===== config.mk =====
export PLATFORM = sky130hd
export DESIGN_NAME = diagonal_fragment_scanner_unit
export DESIGN_NICKNAME = d
export VERILOG_FILES = /design/src/hw/rtl/dfs_pkg.sv /design/src/hw/rtl/dfs_gap_cost.sv /design/src/hw/rtl/dfs_fragment_track.sv /design/src/hw/rtl/diagonal_fragment_scanner_unit.sv
export SDC_FILE = /design/constraint.sdc
export NUM_CORES = 2
export LEC_CHECK = 0
export ABC_CLOCK_PERIOD_IN_PS = 54800
export BUFFER_PORTS_ARGS = -buffer_cell sky130_fd_sc_hd__buf_2
export CAP_MARGIN = 20
export CORE_MARGIN = 4
export CORE_UTILIZATION = 50
export CTS_BUF_LIST = sky130_fd_sc_hd__clkbuf_4
export CTS_CLUSTER_DIAMETER = 50
export CTS_CLUSTER_SIZE = 28
export DETAILED_ROUTE_END_ITERATION = 8
export PLACE_DENSITY = 0.66
export SLEW_MARGIN = 20
export SYNTH_ARGS = -nofsm -noshare
export SYNTH_HDL_FRONTEND = slang
export SYNTH_SLANG_ARGS = --single-unit

===== constraint.sdc =====
create_clock -name aclk -period 54.8 [get_ports aclk]
set_input_delay 5.48 -clock aclk [delete_from_list [all_inputs] [get_ports aclk]]
set_output_delay 5.48 -clock aclk [all_outputs]
set_load 0.01 [all_outputs]

===== src/hw/rtl/dfs_pkg.sv =====
// ============================================================================
// dfs_pkg
// Shared widths, register indexes, types and helpers for the diagonal
// fragment scanner.
// ============================================================================
`default_nettype none

package dfs_pkg;

    // Field widths
    localparam int POS_W   = 16;
    localparam int DOT_W   = 16;
    localparam int CFG_W   = 24;
    localparam int SCORE_W = 32;
    localparam int CNT_W   = 16;
    localparam int DIAG_W  = POS_W + 1;
    localparam int IDX_W   = 2;

    // One axis: 24-bit open plus (17-bit distance x 24-bit extend)
    localparam int AXIS_W  = 42;
    // Row and column cost together
    localparam int GAP_W   = AXIS_W + 1;
    // Running score + dot score + gap cost before saturation
    localparam int SUM_W   = GAP_W + 1;

    localparam logic [CNT_W-1:0] COUNT_MAX = {CNT_W{1'b1}};

    // Configuration register indexes
    localparam logic [IDX_W-1:0] REG_ROW_GAP_OPEN   = 2'd0;
    localparam logic [IDX_W-1:0] REG_ROW_GAP_EXTEND = 2'd1;
    localparam logic [IDX_W-1:0] REG_COL_GAP_OPEN   = 2'd2;
    localparam logic [IDX_W-1:0] REG_COL_GAP_EXTEND = 2'd3;

    typedef struct packed {
        logic signed [CFG_W-1:0] row_gap_open;
        logic signed [CFG_W-1:0] row_gap_extend;
        logic signed [CFG_W-1:0] col_gap_open;
        logic signed [CFG_W-1:0] col_gap_extend;
    } cfg_t;

    typedef struct packed {
        logic [POS_W-1:0]          row_start;
        logic [POS_W-1:0]          col_start;
        logic [POS_W-1:0]          row_end;
        logic [POS_W-1:0]          col_end;
        logic signed [SCORE_W-1:0] score;
        logic [CNT_W-1:0]          length;
    } frag_t;

    // Clamp a wide sum into the signed score range
    function automatic logic signed [SCORE_W-1:0] sat_score(
        input logic signed [SUM_W-1:0] x
    );
        logic hi_ones;
        logic hi_zeros;
        hi_ones  = &x[SUM_W-1:SCORE_W-1];
        hi_zeros = ~|x[SUM_W-1:SCORE_W-1];
        if (hi_ones || hi_zeros) begin
            sat_score = x[SCORE_W-1:0];
        end else if (x[SUM_W-1]) begin
            sat_score = {1'b1, {(SCORE_W-1){1'b0}}};
        end else begin
            sat_score = {1'b0, {(SCORE_W-1){1'b1}}};
        end
    endfunction

endpackage

`default_nettype wire


===== src/hw/rtl/dfs_gap_cost.sv =====
// ============================================================================
// dfs_gap_cost
// Affine gap cost between a dot and the previous kept dot, row and column.
// ============================================================================
`default_nettype none

module dfs_gap_cost (
    input  wire logic [dfs_pkg::POS_W-1:0]          row,
    input  wire logic [dfs_pkg::POS_W-1:0]          col,
    input  wire logic [dfs_pkg::POS_W-1:0]          prev_row,
    input  wire logic [dfs_pkg::POS_W-1:0]          prev_col,
    input  wire logic                               prev_valid,
    input  wire dfs_pkg::cfg_t                      cfg,
    output logic signed [dfs_pkg::GAP_W-1:0]        gap
);

    localparam int PW = dfs_pkg::POS_W;
    localparam int CW = dfs_pkg::CFG_W;
    localparam int AW = dfs_pkg::AXIS_W;
    localparam int DW = PW + 2;
    localparam int MW = PW + 1 + CW;

    // Cost of one axis: open + skipped * extend when positions skip ahead
    function automatic logic signed [AW-1:0] axis_cost(
        input logic [PW-1:0]        pos,
        input logic [PW-1:0]        prev,
        input logic signed [CW-1:0] open_c,
        input logic signed [CW-1:0] ext_c
    );
        logic signed [DW-1:0] span;
        logic signed [MW-1:0] prod;
        span = $signed({2'b00, pos}) - $signed({2'b00, prev}) - $signed(DW'(1));
        prod = $signed({1'b0, span[PW-1:0]}) * ext_c;
        if (!span[DW-1] && (span != '0)) begin
            axis_cost = {{(AW-CW){open_c[CW-1]}}, open_c}
                      + {{(AW-MW){prod[MW-1]}}, prod};
        end else begin
            axis_cost = '0;
        end
    endfunction

    logic signed [AW-1:0] row_cost;
    logic signed [AW-1:0] col_cost;

    // Sum both axes; no cost without a previous dot
    always_comb begin
        row_cost = axis_cost(row, prev_row, cfg.row_gap_open, cfg.row_gap_extend);
        col_cost = axis_cost(col, prev_col, cfg.col_gap_open, cfg.col_gap_extend);
        if (prev_valid) begin
            gap = {row_cost[AW-1], row_cost} + {col_cost[AW-1], col_cost};
        end else begin
            gap = '0;
        end
    end

endmodule

`default_nettype wire


===== src/hw/rtl/dfs_fragment_track.sv =====
// ============================================================================
// dfs_fragment_track
// Running diagonal state: scores each dot, closes fragments, reports one.
// ============================================================================
`default_nettype none

module dfs_fragment_track (
    input  wire logic                               aclk,
    input  wire logic                               aresetn,
    input  wire logic                               step,
    input  wire logic [dfs_pkg::POS_W-1:0]          dot_row,
    input  wire logic [dfs_pkg::POS_W-1:0]          dot_col,
    input  wire logic signed [dfs_pkg::DOT_W-1:0]   dot_score,
    input  wire logic                               final_dot,
    input  wire dfs_pkg::cfg_t                      cfg,
    output logic                                    frag_hit,
    output dfs_pkg::frag_t                          frag
);

    localparam int PW = dfs_pkg::POS_W;
    localparam int SW = dfs_pkg::SCORE_W;
    localparam int NW = dfs_pkg::CNT_W;
    localparam int XW = dfs_pkg::DIAG_W;
    localparam int GW = dfs_pkg::GAP_W;
    localparam int UW = dfs_pkg::SUM_W;
    localparam int DTW = dfs_pkg::DOT_W;

    // State registers
    logic                 diag_known_reg,    diag_known_next;
    logic [XW-1:0]        cur_diag_reg,      cur_diag_next;
    logic                 prev_valid_reg,    prev_valid_next;
    logic [PW-1:0]        prev_row_reg,      prev_row_next;
    logic [PW-1:0]        prev_col_reg,      prev_col_next;
    logic [PW-1:0]        start_row_reg,     start_row_next;
    logic [PW-1:0]        start_col_reg,     start_col_next;
    logic signed [SW-1:0] score_reg,         score_next;
    logic [NW-1:0]        count_reg,         count_next;

    logic [XW-1:0]        diag;
    logic                 diag_change;
    logic                 eff_pv;
    logic signed [SW-1:0] eff_score;
    logic [NW-1:0]        eff_count;
    logic signed [GW-1:0] gap;
    logic signed [UW-1:0] sum;
    logic signed [SW-1:0] nscore;
    logic                 npos;
    logic                 dot_pos;
    logic                 old_ok;
    logic                 rep_old;
    logic                 rep_new;

    // Restart on a new diagonal
    always_comb begin
        diag        = {1'b0, dot_col} - {1'b0, dot_row};
        diag_change = !diag_known_reg || (diag != cur_diag_reg);
        eff_pv      = prev_valid_reg && !diag_change;
        eff_score   = diag_change ? '0 : score_reg;
        eff_count   = diag_change ? '0 : count_reg;
    end

    dfs_gap_cost u_gap (
        .row        (dot_row),
        .col        (dot_col),
        .prev_row   (prev_row_reg),
        .prev_col   (prev_col_reg),
        .prev_valid (eff_pv),
        .cfg        (cfg),
        .gap        (gap)
    );

    // Score the dot and decide what closes
    always_comb begin
        sum = {{(UW-SW){eff_score[SW-1]}}, eff_score}
            + {{(UW-DTW){dot_score[DTW-1]}}, dot_score}
            + {{(UW-GW){gap[GW-1]}}, gap};
        nscore  = dfs_pkg::sat_score(sum);
        npos    = !nscore[SW-1] && (nscore != '0);
        dot_pos = !dot_score[DTW-1] && (dot_score != '0);
        old_ok  = !score_reg[SW-1] && (score_reg != '0) && (count_reg > NW'(1));
        rep_old = old_ok && (diag_change || !npos);
    end

    // Next state of the open fragment
    always_comb begin
        prev_valid_next = prev_valid_reg;
        prev_row_next   = prev_row_reg;
        prev_col_next   = prev_col_reg;
        start_row_next  = start_row_reg;
        start_col_next  = start_col_reg;
        score_next      = score_reg;
        count_next      = count_reg;
        if (!npos) begin
            if (dot_pos) begin
                prev_valid_next = 1'b1;
                prev_row_next   = dot_row;
                prev_col_next   = dot_col;
                start_row_next  = dot_row;
                start_col_next  = dot_col;
                score_next      = {{(SW-DTW){dot_score[DTW-1]}}, dot_score};
                count_next      = NW'(1);
            end else begin
                prev_valid_next = 1'b0;
                score_next      = '0;
                count_next      = '0;
            end
        end else begin
            if (eff_count == '0) begin
                start_row_next = dot_row;
                start_col_next = dot_col;
            end
            prev_valid_next = 1'b1;
            prev_row_next   = dot_row;
            prev_col_next   = dot_col;
            score_next      = nscore;
            count_next      = (eff_count == dfs_pkg::COUNT_MAX) ? eff_count
                                                               : eff_count + NW'(1);
        end
        diag_known_next = 1'b1;
        cur_diag_next   = diag;
        rep_new         = final_dot && !rep_old && npos && (count_next > NW'(1));
    end

    // Pick the closed fragment: the old one, or the one flushed by the final dot
    always_comb begin
        frag_hit = rep_old || rep_new;
        if (rep_old) begin
            frag.row_start = start_row_reg;
            frag.col_start = start_col_reg;
            frag.row_end   = prev_row_reg;
            frag.col_end   = prev_col_reg;
            frag.score     = score_reg;
            frag.length    = count_reg;
        end else begin
            frag.row_start = start_row_next;
            frag.col_start = start_col_next;
            frag.row_end   = prev_row_next;
            frag.col_end   = prev_col_next;
            frag.score     = score_next;
            frag.length    = count_next;
        end
    end

    // Advance state; the final dot drops everything
    always_ff @(posedge aclk) begin
        if (!aresetn || (step && final_dot)) begin
            diag_known_reg <= 1'b0;
            cur_diag_reg   <= '0;
            prev_valid_reg <= 1'b0;
            prev_row_reg   <= '0;
            prev_col_reg   <= '0;
            start_row_reg  <= '0;
            start_col_reg  <= '0;
            score_reg      <= '0;
            count_reg      <= '0;
        end else if (step) begin
            diag_known_reg <= diag_known_next;
            cur_diag_reg   <= cur_diag_next;
            prev_valid_reg <= prev_valid_next;
            prev_row_reg   <= prev_row_next;
            prev_col_reg   <= prev_col_next;
            start_row_reg  <= start_row_next;
            start_col_reg  <= start_col_next;
            score_reg      <= score_next;
            count_reg      <= count_next;
        end
    end

endmodule

`default_nettype wire


===== src/hw/rtl/diagonal_fragment_scanner_unit.sv =====
// ============================================================================
// diagonal_fragment_scanner_unit
// Splits a stream of dot-plot dots into scored diagonal fragments.
// ============================================================================
// Usage:
//   Dots enter on the s_ channel (valid/ready), sorted by diagonal and then
//   by row; s_final_dot marks the last dot of a stream and flushes the open
//   fragment. Each dot yields zero or one fragment word on the m_ channel.
//   Gap costs are set through the cfg_ write port (four 24-bit registers,
//   indexed by cfg_index) while no dot is in flight.
// Path: an accepted dot waits in the input register; its fragment is then
//   registered in the result register once that register is free.
// Throughput: one dot per cycle while fragment words are taken. The running
//   score feeds back combinationally: gap multiply, three-way add, saturate
//   and compare sit between the input register and state/result registers.
// Stall: while a fragment word waits on m_ready the input register still
//   takes one more dot; further dots wait until the result is taken.
// Reset: aresetn (synchronous, active low) empties both registers, drops the
//   open fragment and clears all gap costs to zero.
// ============================================================================
`default_nettype none

module diagonal_fragment_scanner_unit (
    input  wire logic                                aclk,
    input  wire logic                                aresetn,
    // Configuration write port
    input  wire logic                                cfg_wr_en,
    input  wire logic [dfs_pkg::IDX_W-1:0]           cfg_index,
    input  wire logic [dfs_pkg::CFG_W-1:0]           cfg_wdata,
    // Dot input
    input  wire logic                                s_valid,
    output logic                                     s_ready,
    input  wire logic [dfs_pkg::POS_W-1:0]           s_dot_row,
    input  wire logic [dfs_pkg::POS_W-1:0]           s_dot_col,
    input  wire logic signed [dfs_pkg::DOT_W-1:0]    s_dot_score,
    input  wire logic                                s_final_dot,
    // Fragment output
    output logic                                     m_valid,
    input  wire logic                                m_ready,
    output logic [dfs_pkg::POS_W-1:0]                m_frag_row_start,
    output logic [dfs_pkg::POS_W-1:0]                m_frag_col_start,
    output logic [dfs_pkg::POS_W-1:0]                m_frag_row_end,
    output logic [dfs_pkg::POS_W-1:0]                m_frag_col_end,
    output logic signed [dfs_pkg::SCORE_W-1:0]       m_frag_score,
    output logic [dfs_pkg::CNT_W-1:0]                m_frag_length
);

    dfs_pkg::cfg_t cfg_reg;

    logic                                   in_valid_reg, in_valid_next;
    logic [dfs_pkg::POS_W-1:0]              in_row_reg;
    logic [dfs_pkg::POS_W-1:0]              in_col_reg;
    logic signed [dfs_pkg::DOT_W-1:0]       in_score_reg;
    logic                                   in_final_reg;

    logic                                   out_valid_reg, out_valid_next;
    dfs_pkg::frag_t                         out_frag_reg;

    logic                                   step;
    logic                                   s_take;
    logic                                   frag_hit;
    dfs_pkg::frag_t                         frag;

    // Configuration registers
    always_ff @(posedge aclk) begin
        if (!aresetn) begin
            cfg_reg <= '0;
        end else if (cfg_wr_en) begin
            case (cfg_index)
                dfs_pkg::REG_ROW_GAP_OPEN:   cfg_reg.row_gap_open   <= cfg_wdata;
                dfs_pkg::REG_ROW_GAP_EXTEND: cfg_reg.row_gap_extend <= cfg_wdata;
                dfs_pkg::REG_COL_GAP_OPEN:   cfg_reg.col_gap_open   <= cfg_wdata;
                dfs_pkg::REG_COL_GAP_EXTEND: cfg_reg.col_gap_extend <= cfg_wdata;
                default: begin
                end
            endcase
        end
    end

    // Handshake: process the held dot when the result register is free
    always_comb begin
        step           = in_valid_reg && (!out_valid_reg || m_ready);
        s_ready        = !in_valid_reg || step;
        s_take         = s_valid && s_ready;
        in_valid_next  = s_take ? 1'b1 : (step ? 1'b0 : in_valid_reg);
        out_valid_next = step ? frag_hit : (m_ready ? 1'b0 : out_valid_reg);
    end

    // Input register
    always_ff @(posedge aclk) begin
        if (!aresetn) begin
            in_valid_reg <= 1'b0;
        end else begin
            in_valid_reg <= in_valid_next;
        end
    end

    always_ff @(posedge aclk) begin
        if (s_take) begin
            in_row_reg   <= s_dot_row;
            in_col_reg   <= s_dot_col;
            in_score_reg <= s_dot_score;
            in_final_reg <= s_final_dot;
        end
    end

    dfs_fragment_track u_track (
        .aclk      (aclk),
        .aresetn   (aresetn),
        .step      (step),
        .dot_row   (in_row_reg),
        .dot_col   (in_col_reg),
        .dot_score (in_score_reg),
        .final_dot (in_final_reg),
        .cfg       (cfg_reg),
        .frag_hit  (frag_hit),
        .frag      (frag)
    );

    // Result register
    always_ff @(posedge aclk) begin
        if (!aresetn) begin
            out_valid_reg <= 1'b0;
        end else begin
            out_valid_reg <= out_valid_next;
        end
    end

    always_ff @(posedge aclk) begin
        if (step && frag_hit) begin
            out_frag_reg <= frag;
        end
    end

    assign m_valid          = out_valid_reg;
    assign m_frag_row_start = out_frag_reg.row_start;
    assign m_frag_col_start = out_frag_reg.col_start;
    assign m_frag_row_end   = out_frag_reg.row_end;
    assign m_frag_col_end   = out_frag_reg.col_end;
    assign m_frag_score     = out_frag_reg.score;
    assign m_frag_length    = out_frag_reg.length;

endmodule

`default_nettype wire


==> key figures <==
Detailed routing
  – Via/cell ratio: 5.55
  – Drt first pass iters: 6
  – Detailed Route WL: 158000 um
  – Iteration-0 DRC Markers: 3369
  – DR WL met2: 74900 um
  – Top routing layer used: met4
  – DR WL/cell: 19.9 um
  – Wl on met1: 69300 um
  – DRC errors left: 0
  – Post-route ant nets: 0
  – DR vias: 44271
  – Met3 WL: 9300 um

Setup path
  – Worst Path Required: 55.47 ns
  – Critical path arrival: 18.50 ns
  – CP max stage delay: 0.79 ns
  – Crit. End Element: flop
  – Critical path class: flop to flop
  – Most used cell, CP: nor2_1
  – Worst Path Max Fanout: 73
  – Slowest-stage cell, CP: buf_4
  – CP Launch Type: flop

Global route
  – Number of global-route vias before repair: 45230
  – First-pass GRT wire length: 253000 um
  – Overall Global Routing Usage: 27.5%
  – GRT overflow: 0
  – Largest net degree at the start of global routing: 104
  – Initial antenna violation count: 10

Worst hold path
  – HP Class: flop to flop

Final layout
  – Share of post-route cells with drive strength above 1: 7.51%
  – Fin nets: 7711
  – Fillers: 10234
  – Fin cells: 7971
  – Largest register FFs: 96
  – Syn-to-layout area delta: 6.43%
  – Layout Utilization: 53.9%
  – Footprint of the multi-input gates: 40800 um^2
  – Sequential cell area: 9420 um^2

Placed design
  – Final GP Congestion: 0.915
  – IO buf count: 193
  – DP Cell Count: 7856
  – HPWL Detailed: 125000 um

STA
  – Clk_skew: 0.131 ns
  – Final Max Slew Viols: 0
  – Slew margin rel.: 24.3%
  – Final hold vios: 0
  – Final period utilization: 32.5%
  – Max Clock Freq: 0.0561 GHz
  – Setup TNS: 0 ns
  – RSZ-0062 raised after global routing: false
  – Hold WS: 0.469 ns
  – Worst-margin pin slew: 1.14 ns
  – Minimum clock period: 17.83 ns
  – Final setup viols: 0

Synthesis
  – Synth top area share: 29.5%
  – Ys async rst share: 0%
  – Library cells used by synthesis: 89
  – Commonest cells in the netlist: 1184 x inv_1, 978 x nand2_1, 816 x fa_1
  – Mapped Area: 55400 um^2
  – Seq/Total Area, Yosys: 17.0%
  – Ys flop type: dfxtp_1
  – Top-count cell post-synth: inv_1
  – Leading area contributor after synthesis: fa_1
  – FF+latch count, synth: 390
  – Syn nets: 7698
  – Cells after synthesis: 6425
  – Ys Warns: 0
  – Post-synth EDFFs: 161
  – Largest cells by area after synthesis: fa_1 29%, edfxtp_1 8.7%, ha_1 8.5%
  – Syn Area/Cell: 8.63 um^2

Die
  – I/O pin count: 194
  – Core area: 109000 um^2
  – Initial Utilization: 50.6%
  – DIE WIDTH: 341 um
  – Die Y: 341 um
  – Site Rows: 121
  – Die area: 116000 um^2

Run
  – Max cap viols: 0

Clock network
  – H-tree levels: 2
  – # Post-CTS Setup Buffers: 0
  – Reg clk slew, reported paths: 0.16 ns
  – Clk_lat worst skew: 1.03 ns
  – Post-CTS sizing: 0
  – Post-CTS Hold Buffers: 0
  – Root Driver: clkbuf_4
  – Clock Sinks: 390
  – CTS tree: built
  – CTS Buffer Depth: 3
  – CTS Buf Count: 55

Pwr
  – Leak Pwr: 28.5 nW
  – Cell Pwr Density: 23.3 nW/um^2
  – Worst vdd ir: 18.2 uV
  – Total power: 1.37 mW

Run status
  – Outcome: finished clean
[report_power, final]
part / switching, mW / leakage [nW] / internal [mW]
combinational: 0.517 / 24.6 / 0.294
sequential: 0.0163 / 3.40 / 0.313
clock: 0.139 / 0.543 / 0.0942
[kinds of logic after synthesis]
family / after synthesis / share of synthesized area (%)
flip-flops: 390 / 17.0
buffers and inverters: 1483 / 10.2
adder cells (fa/ha/maj): 1193 / 38.0
other: 1 / 0.00676
AO/OA/AOI/OAI: 986 / 11.8
multiplexers: 124 / 2.36
XOR/XNOR: 257 / 4.09
AND/OR/NAND/NOR: 1991 / 16.6
[area by class of cell]
type                       count  share of cell area [%]
sequential                   390                    16.0
timing repair buffer         255                    2.46
clock inverter                45                   0.982
antenna                       10                  0.0424
clock buffer                  59                   0.751
multi-input combinational   4552                    69.1
tap                         1476                    3.13
inverter                    1184                    7.53
[cell usage in the layout, fill, tap and decap left out, drive strengths merged, types with 17 or more instances in the layout]
| master | Yosys | routed |
|---|---|---|
| nand2 | 978 | 978 |
| nand3 | 103 | 103 |
| edfxtp | 161 | 161 |
| a21boi | 108 | 108 |
| a31oi | 31 | 31 |
| nor2b | 119 | 119 |
| xor2 | 102 | 102 |
| ha | 377 | 377 |
| xnor2 | 154 | 154 |
| nor3 | 58 | 58 |
| clkbuf | 241 | 59 |
| o21a | 34 | 34 |
| clkinv | 0 | 18 |
| and2 | 200 | 200 |
| o21bai | 29 | 29 |
| o31ai | 53 | 53 |
| fa | 816 | 816 |
| inv | 1184 | 1203 |
| nor2 | 288 | 288 |
| dfxtp | 229 | 229 |
| buf | 58 | 255 |
| nand2b | 74 | 74 |
| a21o | 119 | 119 |
| mux2 | 52 | 52 |
| and3 | 27 | 27 |
| or3 | 17 | 17 |
| mux2i | 72 | 72 |
| nand4 | 27 | 27 |
| o21ai | 137 | 137 |
| a211oi | 30 | 30 |
| nor4 | 30 | 30 |
| a21oi | 288 | 288 |
[metal layers]
metal	track usage (%)	vias to the layer above
met4	7.67	0
met1	38.1	22213
li1	-	20456
met2	46.0	1330
met3	2.79	272
met5	0	-
[per-stage QoR]
step	cell area [um^2]	setup slack, ns
after floorplan	55400	35.23
after global placement	57900	37.57
after detailed placement	57900	37.15
after CTS	58900	37.08
after global routing	59000	35.77
final	59000	36.97
[final timing paths]
kind | from | to | slack (ns) | cells past startpoint
setup / recovery | in_row_reg[0] | m_frag_row_start[8] | 36.97 | 66
hold / removal | u_track.start_row_reg[11] | u_track.start_row_reg[11] | 0.47 | 2
hold reg to reg | u_track.start_row_reg[11] | u_track.start_row_reg[11] | 0.47 | 2
setup reg to reg | in_row_reg[0] | m_frag_row_start[8] | 36.97 | 66
[critical path: cells and delay by family, from the launching register on]
family,cells,cell delay (ns)
simple gates,20,4.16
fa+ha+maj,11,4.43
xor+xnor,3,0.57
buf+inv,8,2.23
flops,1,0.54
compound gates,24,5.37
Note: power is estimated with default switching activity, not from simulation.
